### config.mk
export PLATFORM = sky130hd
export DESIGN_NAME = utf8_stream_decoder
export DESIGN_NICKNAME = d
export VERILOG_FILES = /design/src/u8sd_pkg.sv /design/src/utf8_stream_decoder.sv
export SDC_FILE = /design/constraint.sdc
export NUM_CORES = 1
export LEC_CHECK = 0
export BUFFER_PORTS_ARGS = -buffer_cell sky130_fd_sc_hd__buf_2
export CORE_AREA = 5 5 89 99
export DETAILED_ROUTE_END_ITERATION = 12
export DIE_AREA = 0 0 94 104
export HOLD_SLACK_MARGIN = 0.02
export PLACE_DENSITY = 0.77
export SYNTH_ARGS = -nofsm -noshare
export SYNTH_HDL_FRONTEND = slang
export SYNTH_SLANG_ARGS = --single-unit
export TNS_END_PERCENT = 50
### constraint.sdc
create_clock -name clk -period 4.46 [get_ports clk]
set_input_delay 0.669 -clock clk [delete_from_list [all_inputs] [get_ports clk]]
set_output_delay 0.669 -clock clk [all_outputs]
set_load 0.02 [all_outputs]
### src/u8sd_pkg.sv
// ----------------------------------------------------------------------------
// u8sd_pkg
// Shared types, constants and helpers for the UTF-8 stream decoder.
// ----------------------------------------------------------------------------
package u8sd_pkg;

    localparam int unsigned BYTE_W  = 8;
    localparam int unsigned CP_W    = 31;
    localparam int unsigned LEN_W   = 3;
    localparam int unsigned APB_AW  = 3;
    localparam int unsigned APB_DW  = 32;
    localparam int unsigned OUT_DW  = 40;  // code_point + sequence_bytes, padded to bytes

    // Register map (byte addresses)
    localparam logic [APB_AW-1:0] ADDR_MAX_SEQ = 3'h0;

    localparam logic [LEN_W-1:0] MAX_SEQ_RESET = 3'd6;
    localparam logic [LEN_W-1:0] SEQ_MIN       = 3'd2;
    localparam logic [LEN_W-1:0] SEQ_MAX       = 3'd6;
    localparam logic [LEN_W-1:0] LEN_ONE       = 3'd1;

    localparam logic [BYTE_W-1:0] LEAD_PAYLOAD = 8'h7F;

    typedef enum logic [1:0] {
        SKIP_NONE = 2'd0,
        SKIP_CONT = 2'd1,
        SKIP_FEFF = 2'd2
    } skip_t;

    // Length of the sequence a lead byte 11xxxxxx (below 0xFE) announces.
    function automatic logic [LEN_W-1:0] lead_length(input logic [BYTE_W-1:0] b);
        logic [LEN_W-1:0] n;
        begin
            if ((b & 8'hE0) == 8'hC0)
                n = 3'd2;
            else if ((b & 8'hF0) == 8'hE0)
                n = 3'd3;
            else if ((b & 8'hF8) == 8'hF0)
                n = 3'd4;
            else if ((b & 8'hFC) == 8'hF8)
                n = 3'd5;
            else
                n = 3'd6;
            return n;
        end
    endfunction

    // Clamp the configured limit into 2..6.
    function automatic logic [LEN_W-1:0] clamp_limit(input logic [LEN_W-1:0] v);
        logic [LEN_W-1:0] r;
        begin
            if (v < SEQ_MIN)
                r = SEQ_MIN;
            else if (v > SEQ_MAX)
                r = SEQ_MAX;
            else
                r = v;
            return r;
        end
    endfunction

endpackage

### src/utf8_stream_decoder.sv
// ----------------------------------------------------------------------------
// utf8_stream_decoder
// Byte-serial UTF-8 decoder with a configurable maximum sequence length.
// ----------------------------------------------------------------------------
// Usage:
//   Bytes enter on the s_ channel, one per beat (s_tdata[7:0]). Each
//   completed sequence, each one-byte character and each malformed byte
//   leaves as one beat on the m_ channel: m_tdata carries the code point
//   and the sequence length, m_tuser flags a malformed result. Bytes in the
//   middle of a sequence and skipped bytes give no output beat.
//   The APB port holds max_sequence_bytes at address 0x0 (reset value 6,
//   values 0 and 1 act as 2, 7 acts as 6). Write it only while idle.
// Timing:
//   A byte is captured in the input register, decoded combinationally from
//   there, and its result lands in the output register. One byte per cycle
//   is sustained while m_tready stays high; the single decode stage between
//   the two registers sets that rate.
// Reset:
//   Clears both pipeline valids, the decoder state and restores the limit.
// Stall:
//   While m_tready is low and a result waits, the decode stage holds and
//   s_tready drops once the input register is also full; nothing is lost.
// ----------------------------------------------------------------------------
module utf8_stream_decoder
(
    input  logic                            clk,
    input  logic                            rst_n,
    // slave side
    input  logic                            s_tvalid,
    output logic                            s_tready,
    input  logic [u8sd_pkg::BYTE_W-1:0]     s_tdata,   // [7:0] in_byte
    // master side
    output logic                            m_tvalid,
    input  logic                            m_tready,
    output logic [u8sd_pkg::OUT_DW-1:0]     m_tdata,   // [30:0] code_point, [33:31] sequence_bytes, [39:34] zero
    output logic                            m_tuser,   // [0] malformed
    // configuration
    input  logic                            psel,
    input  logic                            penable,
    input  logic                            pwrite,
    input  logic [u8sd_pkg::APB_AW-1:0]     paddr,
    input  logic [u8sd_pkg::APB_DW-1:0]     pwdata,
    output logic [u8sd_pkg::APB_DW-1:0]     prdata,
    output logic                            pready
);
    import u8sd_pkg::*;

    // configuration
    logic [LEN_W-1:0]  max_seq_reg;

    // input stage
    logic              in_valid_reg;
    logic [BYTE_W-1:0] in_byte_reg;

    // decoder state
    logic [CP_W-1:0]   acc_reg,  acc_next;
    logic [LEN_W-1:0]  rem_reg,  rem_next;
    logic [LEN_W-1:0]  slen_reg, slen_next;
    skip_t             skip_reg, skip_next;

    // output stage
    logic              out_valid_reg;
    logic [CP_W-1:0]   cp_reg,   cp_next;
    logic              bad_reg,  bad_next;
    logic [LEN_W-1:0]  len_reg,  len_next;
    logic              emit;

    logic              advance;
    logic              cfg_wr;
    logic [LEN_W-1:0]  limit;
    logic [LEN_W-1:0]  lead_n;
    logic [BYTE_W-1:0] lead_mask;

    // ---------------------------------------------------------------- APB
    assign pready = 1'b1;
    assign cfg_wr = psel && penable && pwrite && pready && (paddr[2] == ADDR_MAX_SEQ[2]);

    always_comb
    begin
        prdata = '0;
        if (paddr[2] == ADDR_MAX_SEQ[2])
        begin
            prdata[LEN_W-1:0] = max_seq_reg;
        end
    end

    always_ff @(posedge clk or negedge rst_n)
    begin
        if (!rst_n)
        begin
            max_seq_reg <= MAX_SEQ_RESET;
        end
        else if (cfg_wr)
        begin
            max_seq_reg <= pwdata[LEN_W-1:0];
        end
    end

    // ---------------------------------------------------------- handshake
    // The decode stage moves whenever the output register is free or drains.
    assign advance  = !out_valid_reg || m_tready;
    assign s_tready = !in_valid_reg || advance;

    always_ff @(posedge clk or negedge rst_n)
    begin
        if (!rst_n)
        begin
            in_valid_reg <= 1'b0;
        end
        else if (s_tready)
        begin
            in_valid_reg <= s_tvalid;
        end
    end

    always_ff @(posedge clk)
    begin
        if (s_tvalid && s_tready)
        begin
            in_byte_reg <= s_tdata;
        end
    end

    // -------------------------------------------------------------- decode
    assign limit     = clamp_limit(max_seq_reg);
    assign lead_n    = lead_length(in_byte_reg);
    assign lead_mask = LEAD_PAYLOAD >> lead_n;

    always_comb
    begin
        acc_next  = acc_reg;
        rem_next  = rem_reg;
        slen_next = slen_reg;
        skip_next = skip_reg;
        emit      = 1'b0;
        cp_next   = '0;
        bad_next  = 1'b0;
        len_next  = LEN_ONE;

        if (rem_reg != '0)
        begin
            // Absorb any byte as a continuation; only its low six bits count.
            acc_next = {acc_reg[CP_W-7:0], in_byte_reg[5:0]};
            rem_next = rem_reg - LEN_ONE;
            if (rem_reg == LEN_ONE)
            begin
                emit     = 1'b1;
                cp_next  = {acc_reg[CP_W-7:0], in_byte_reg[5:0]};
                len_next = slen_reg;
            end
        end
        else if ((skip_reg == SKIP_CONT) && (in_byte_reg[7:6] == 2'b10))
        begin
            // drop continuation run
        end
        else if ((skip_reg == SKIP_FEFF) && (in_byte_reg[7:1] == 7'h7F))
        begin
            // drop 0xFE/0xFF run
        end
        else
        begin
            skip_next = SKIP_NONE;
            if (!in_byte_reg[7])
            begin
                emit    = 1'b1;
                cp_next = {{(CP_W-BYTE_W){1'b0}}, in_byte_reg};
            end
            else if (in_byte_reg[6] == 1'b0)
            begin
                // stray continuation
                emit      = 1'b1;
                bad_next  = 1'b1;
                skip_next = SKIP_CONT;
            end
            else if (in_byte_reg[7:1] == 7'h7F)
            begin
                emit      = 1'b1;
                bad_next  = 1'b1;
                skip_next = SKIP_FEFF;
            end
            else if (lead_n > limit)
            begin
                // oversized lead: flag it and skip its continuation bytes
                emit      = 1'b1;
                bad_next  = 1'b1;
                skip_next = SKIP_CONT;
            end
            else
            begin
                acc_next  = {{(CP_W-BYTE_W){1'b0}}, in_byte_reg & lead_mask};
                slen_next = lead_n;
                rem_next  = lead_n - LEN_ONE;
            end
        end
    end

    always_ff @(posedge clk or negedge rst_n)
    begin
        if (!rst_n)
        begin
            acc_reg       <= '0;
            rem_reg       <= '0;
            slen_reg      <= '0;
            skip_reg      <= SKIP_NONE;
            out_valid_reg <= 1'b0;
        end
        else if (advance)
        begin
            out_valid_reg <= in_valid_reg && emit;
            if (in_valid_reg)
            begin
                acc_reg  <= acc_next;
                rem_reg  <= rem_next;
                slen_reg <= slen_next;
                skip_reg <= skip_next;
            end
        end
    end

    always_ff @(posedge clk)
    begin
        if (advance && in_valid_reg && emit)
        begin
            cp_reg  <= cp_next;
            bad_reg <= bad_next;
            len_reg <= len_next;
        end
    end

    // -------------------------------------------------------------- output
    assign m_tvalid = out_valid_reg;
    assign m_tdata  = {{(OUT_DW-CP_W-LEN_W){1'b0}}, len_reg, cp_reg};
    assign m_tuser  = bad_reg;

    // ---------------------------------------------------------- assertions
    a_bad_is_zero: assert property (@(posedge clk) disable iff (!rst_n)
        (out_valid_reg && bad_reg) |-> (cp_reg == '0 && len_reg == LEN_ONE))
        else $error("malformed result carries data");

    a_rem_range: assert property (@(posedge clk) disable iff (!rst_n)
        rem_reg < SEQ_MAX)
        else $error("bytes remaining out of range");

    a_no_skip_mid_seq: assert property (@(posedge clk) disable iff (!rst_n)
        (rem_reg != '0) |-> (skip_reg == SKIP_NONE))
        else $error("skip mode active inside a sequence");

    a_len_range: assert property (@(posedge clk) disable iff (!rst_n)
        out_valid_reg |-> (len_reg >= LEN_ONE && len_reg <= SEQ_MAX))
        else $error("sequence length out of range");

endmodule

==> results_dict.tcl, run 1 <==
set metrics [dict create \
    worst_setup_path_end_kind "flip-flop" \
    drtAntennaViolNets 0 \
    ys_ff_latch 81 \
    fp.dieW_microns 94 \
    final.setup.tns_ps 0 \
    antenna_found_initial 0 \
    post-route-util_pct 53.7 \
    post_cts_buffers 0 \
    grt_max_degree 39 \
    gp_congestion 0.823 \
    clk-insertion-delay-late_ps 340 \
    post-dp-hpwl_microns 4520 \
    ys_warn_count 0 \
    power.density_nw_per_um2 627 \
    hold_buffers 0 \
    cts_sinks 81 \
    die_area_sq_um 9780 \
    rows 34 \
    post-place-ws_ps 1460 \
    placement.cell_area_sq_um 3960 \
    n_antenna_cell 0 \
    syn_area_per_cell_sq_um 13.0 \
    critPathMaxFanout 26 \
    seq_area_frac_synth_pct 60.6 \
    period_minus_slack_ps 3020 \
    fin_cells 461 \
    drc 0 \
    cts.repair.resized 0 \
    finalInstanceArea_sq_um 4160 \
    route.detailed.wl_per_inst_microns 13.5 \
    overflow 0 \
    synth_area_sq_um 3710 \
    largest_reg_flops 31 \
    drv_slew 0 \
    setup.worst_path.class "flip-flop to flip-flop" \
    irDropWorstVdd_v 0.000248 \
    cts_root_buffer "clkbuf_8" \
    vias 2200 \
    status "finished, final reports clean" \
    maxSlewHeadroom_pct 35.8 \
    max_cap_viol_count 0 \
    fin_ws_ps 1440 \
    critPathMostFrequentCell "a21o_1" \
    syn_inst 286 \
    num-nets-final 407 \
    path_clk_slew_ps 80 \
    cts_buffers 9 \
    track_usage_pct 13.8 \
    io_pins 126 \
    fin_crit_sh_pct 67.8 \
    path_cells "nand4_1, a21o_1, ha_1, nand3_1, o21ai_1, o21bai_4, a21o_1, mux2_4" \
    cts_buffer_depth 2 \
    synth_cell_types 45 \
    hold_path_class "input port to async pin" \
    critical_path_arrival_ps 3250 \
    grt_pass1_wl_microns 10500 \
    drt_iter0_markers 103 \
    drive_gt1_share_pct 26.9 \
    coreArea_sq_um 7740 \
    syn2layout_area_growth_pct 12.2 \
    first_global_vias 2201 \
    first_pass_iters 4 \
    critPathMaxStageDelay_ps 790 \
    setup_viol 0 \
    portBuffers 58 \
    die-height_microns 104 \
    finalHoldViolCount 0 \
    clock-skew-final_ps 6.34 \
    cts_tree "yes" \
    routed_wl_microns 6210 \
    start_kind "flip-flop" \
    worst_pin_slew_ps 963 \
    dp.cells 445 \
    p_leak_nw 1.87 \
    start_util_pct 47.9 \
    required_ps 4690 \
    fmax_mhz 331 \
    htree_levels 3 \
    rsz0062_at_grt "no" \
    vias_per_cell 4.77 \
    cp_slowest_cell "a21o_1" \
]
-- cells in the mapped netlist, drive strengths merged --
cell type,number,area share (%)
nand3,6,0.81
mux2i,2,0.54
dfrtp,36,24
a211oi,1,0.34
nand2,7,0.78
a31oi,1,0.17
nor3,2,0.27
edfxtp,43,35
inv,12,1.2
o31a,2,0.47
nor3b,1,0.20
nand2b,4,0.68
o21ai,7,0.95
nand4,1,0.17
o21bai,2,0.71
conb,2,0.20
nand3b,1,0.20
a22o,20,4.7
mux2,12,4.2
a21boi,1,0.20
a21oi,5,0.68
ha,9,3.0
and2,28,4.7
buf,41,8.5
nor4b,1,0.24
and3,1,0.17
o21a,1,0.20
o22a,1,0.24
nor2,16,1.7
nor2b,8,1.4
nand4b,1,0.24
dfstp,2,1.4
a21o,2,0.41
o311ai,1,0.24
clkbuf,3,0.30
or3,1,0.17
and4,1,0.24
o31ai,1,0.20
-- power breakdown --
group | switching, mW | internal (mW) | total (mW)
clock | 0.250 | 0.272 | 0.522
combinational | 0.524 | 0.345 | 0.869
sequential | 0.129 | 1.09 | 1.22
total | 0.903 | 1.70 | 2.61
-- worst paths after layout --
check | cells past startpoint | startpoint | slack [ps] | endpoint
min | 1 | rst_n | 420 | acc_reg[13]
max | 8 | in_byte_reg[6] | 1440 | acc_reg[0]
max in group asynchronous | 1 | rst_n | 3510 | rem_reg[1]
min reg2reg | 1 | acc_reg[24] | 500 | acc_reg[24]
max reg2reg | 8 | in_byte_reg[6] | 1440 | acc_reg[0]
min in group clk | 1 | s_tdata[6] | 500 | in_byte_reg[6]
-- worst max-delay path, delay by kind of cell, from the launching register on --
kind                       cells  cell delay [ps]
AOI/OAI and AO/OA              4             1400
muxes                          1              360
adders and majority gates      1              340
DFF                            1              540
and+or+nand+nor                2              290
-- cell type report --
| cell class | count | area [sq um] |
|---|---|---|
| clock buffer | 11 | 141 |
| clock inverter | 5 | 55.1 |
| fill | 697 | 3580 |
| inverter | 12 | 45.0 |
| multi-input combinational | 183 | 1220 |
| sequential | 81 | 2240 |
| tap | 108 | 135 |
| timing repair buffer | 61 | 313 |
-- metal layers --
layer	up-vias	track usage [%]	part of all wire [%]
li1	1058	-	-
met3	14	3.18	6.6
met4	0	6.71	2.4
met1	1040	17.1	42
met5	-	0	0
met2	88	22.3	49
-- placed cells by master, fill, tap and decap left out, drive strengths merged, types with 2 or more instances in the layout --
cell type,netlist,routed
dfstp,2,2
nand3,6,6
nor2,16,16
clkinv,0,3
nand2,7,7
a21oi,5,5
buf,41,61
nor3,2,2
o21ai,7,7
mux2i,2,2
a21o,2,2
conb,2,36
dfrtp,36,36
o21bai,2,2
and2,28,28
nor2b,8,8
inv,12,12
clkbuf,3,11
ha,9,9
nand2b,4,4
a22o,20,20
edfxtp,43,43
o31a,2,2
mux2,12,12
-- logic make-up (layout without fill, tap and decap cells) --
family	count (synthesis)	count (layout)	synth area share (%)
AND/OR/NAND/NOR	79	79	11.9
other	2	36	0.203
multiplexers	14	14	4.69
adder cells (fa/ha/maj)	9	9	3.04
AO/OA/AOI/OAI	45	45	9.52
buffers and inverters	56	89	10.1
flip-flops	81	81	60.6
-- metrics by stage --
stage	total power, mW	hold WS (ps)
2_1_floorplan	1.90	373
3_5_place_dp	2.11	476
6_report	2.61	420
5_1_grt	2.79	475
4_1_cts	2.64	439
3_3_place_gp	2.08	477
(Power assumes the default switching activity.)
==> run 2, diff against run 1 <==
- CORE_AREA: 5 5 89 99 -> 5 5 93 104
- DIE_AREA: 0 0 94 104 -> 0 0 98 109
- PLACE_DENSITY: 0.77 -> 0.74
- clock period: 4.46 -> 2.48 ns (I/O delays scaled with it)
==> run 2 against run 1 <==
Fmax up 26%. Setup slack worse by 1400 ps. Clock-buffer cell count shrank 1. Worst hold slack worse by 290 ps. Wire length rose by 8.0%. Sequential share of layout area fell by 3.2 points. Critical endpoint unchanged.
==> results_dict.tcl, run 2 (synthesized netlist as in run 1, its figures left out) <==
set metrics [dict create \
    dp.cells 462 \
    clock-skew-final_ps 7.26 \
    cts_tree "yes" \
    worst_pin_slew_ps 843 \
    hold_buffers 0 \
    period_minus_slack_ps 2400 \
    grt_pass1_wl_microns 10200 \
    start_kind "flip-flop" \
    route.detailed.wl_per_inst_microns 13.9 \
    portBuffers 58 \
    largest_reg_flops 31 \
    die-height_microns 109 \
    htree_levels 3 \
    path_clk_slew_ps 80 \
    fmax_mhz 416 \
    syn2layout_area_growth_pct 19.2 \
    layout_common_cells "58 x buf_2, 43 x edfxtp_1, 36 x conb_1, 36 x dfrtp_1, 28 x and2_1" \
    track_usage_pct 12.2 \
    cts_root_buffer "clkbuf_8" \
    critical_path_arrival_ps 2630 \
    irDropWorstVdd_v 0.000374 \
    critPathMaxFanout 13 \
    drt_iter0_markers 81 \
    grt_max_degree 39 \
    start_util_pct 43.1 \
    p_leak_nw 1.97 \
    maxSlewHeadroom_pct 43.8 \
    rows 36 \
    r2r_slack_ps 80 \
    first_global_vias 2127 \
    die_area_sq_um 10700 \
    drc 0 \
    setup.worst_path.class "flip-flop to flip-flop" \
    worst_r2r_endpoint "acc_reg[0]" \
    vias_per_cell 4.70 \
    post-route-util_pct 51.3 \
    cts_buffers 9 \
    io_pins 126 \
    required_ps 2710 \
    post-dp-hpwl_microns 4690 \
    coreArea_sq_um 8600 \
    vias 2271 \
    total_power_mw 4.94 \
    overflow 0 \
    drv_slew 0 \
    worstRegToRegCells 8 \
    num-nets-final 423 \
    first_pass_iters 4 \
    n_antenna_cell 0 \
    drive_gt1_share_pct 32.0 \
    power.density_nw_per_um2 1120 \
    setup_viol 0 \
    hold_path_class "input port to async pin" \
    fin_crit_sh_pct 96.8 \
    max_cap_viol_count 0 \
    drtAntennaViolNets 0 \
    fp.dieW_microns 98 \
    status "finished, final reports clean" \
    gp_congestion 0.842 \
    cts_buffer_depth 2 \
    routed_wl_microns 6710 \
    finalHoldViolCount 0 \
    antenna_found_initial 0 \
    clk-insertion-delay-late_ps 350 \
    worst_setup_path_end_kind "flip-flop" \
    cts_sinks 81 \
    layout_commonest_cell "buf_2" \
    fin_cells 483 \
    r2r-start "in_byte_reg[5]" \
]
run 2: cell type report:
class                   instances  area (sq um)
repair buffers                 77           536
inverters                      12          45.0
multi-input cells             183          1280
clock inverters                 6          45.0
flip-flops and latches         81          2240
well taps                     114           143
clock buffers                  10           128
fillers                       742          4190
run 2: stage by stage:
step	instance area [sq um]	hold slack, ps	setup WS, ps	setup TNS (ps)
floorplan	3870	76.4	1.14	0
global placement	4120	477	128	0
detailed placement	4120	481	97.8	0
CTS	4290	143	85.4	0
global route	4420	174	-52.3	-1280
finish	4420	125	78.6	0
run 2: repair_timing:
item / CTS / global route
buffers inserted: 0 / 2
setup endpoints to repair: 0 / 40
gates resized for setup: 0 / 5
run 2: worst max-delay path, stage by stage (launching register included):
cell      delay, ps
edfxtp_1        440
nand4_1         170
a21o_1          270
ha_4            250
a211oi_4        300
o21bai_4        140
a21o_4          260
buf_12          150
mux2_4          290
run 2: how the worst max path moves through the flow:
stage,from,to,slack [ps],cells past startpoint
finish,in_byte_reg[5],acc_reg[0],80,8
floorplan,max_seq_reg[2],cp_reg[0],1,9
global route,in_byte_reg[4],cp_reg[6],-50,11
detailed placement,in_byte_reg[3],acc_reg[6],100,11
global placement,in_byte_reg[3],acc_reg[0],130,11
CTS,in_byte_reg[3],acc_reg[0],90,11
run 2: report_power, final:
| part | total (mW) | internal [mW] | switching, mW |
|---|---|---|---|
| combinational | 1.93 | 0.873 | 1.06 |
| sequential | 2.18 | 1.95 | 0.231 |
| clock | 0.827 | 0.364 | 0.462 |
run 2: layer usage:
layer	global-route usage, %	vias up	share of wire [%]
met4	4.85	0	2.3
met3	4.29	13	6.9
met1	14.8	1079	42
met2	20.0	88	49
met5	0	-	0
li1	-	1091	-
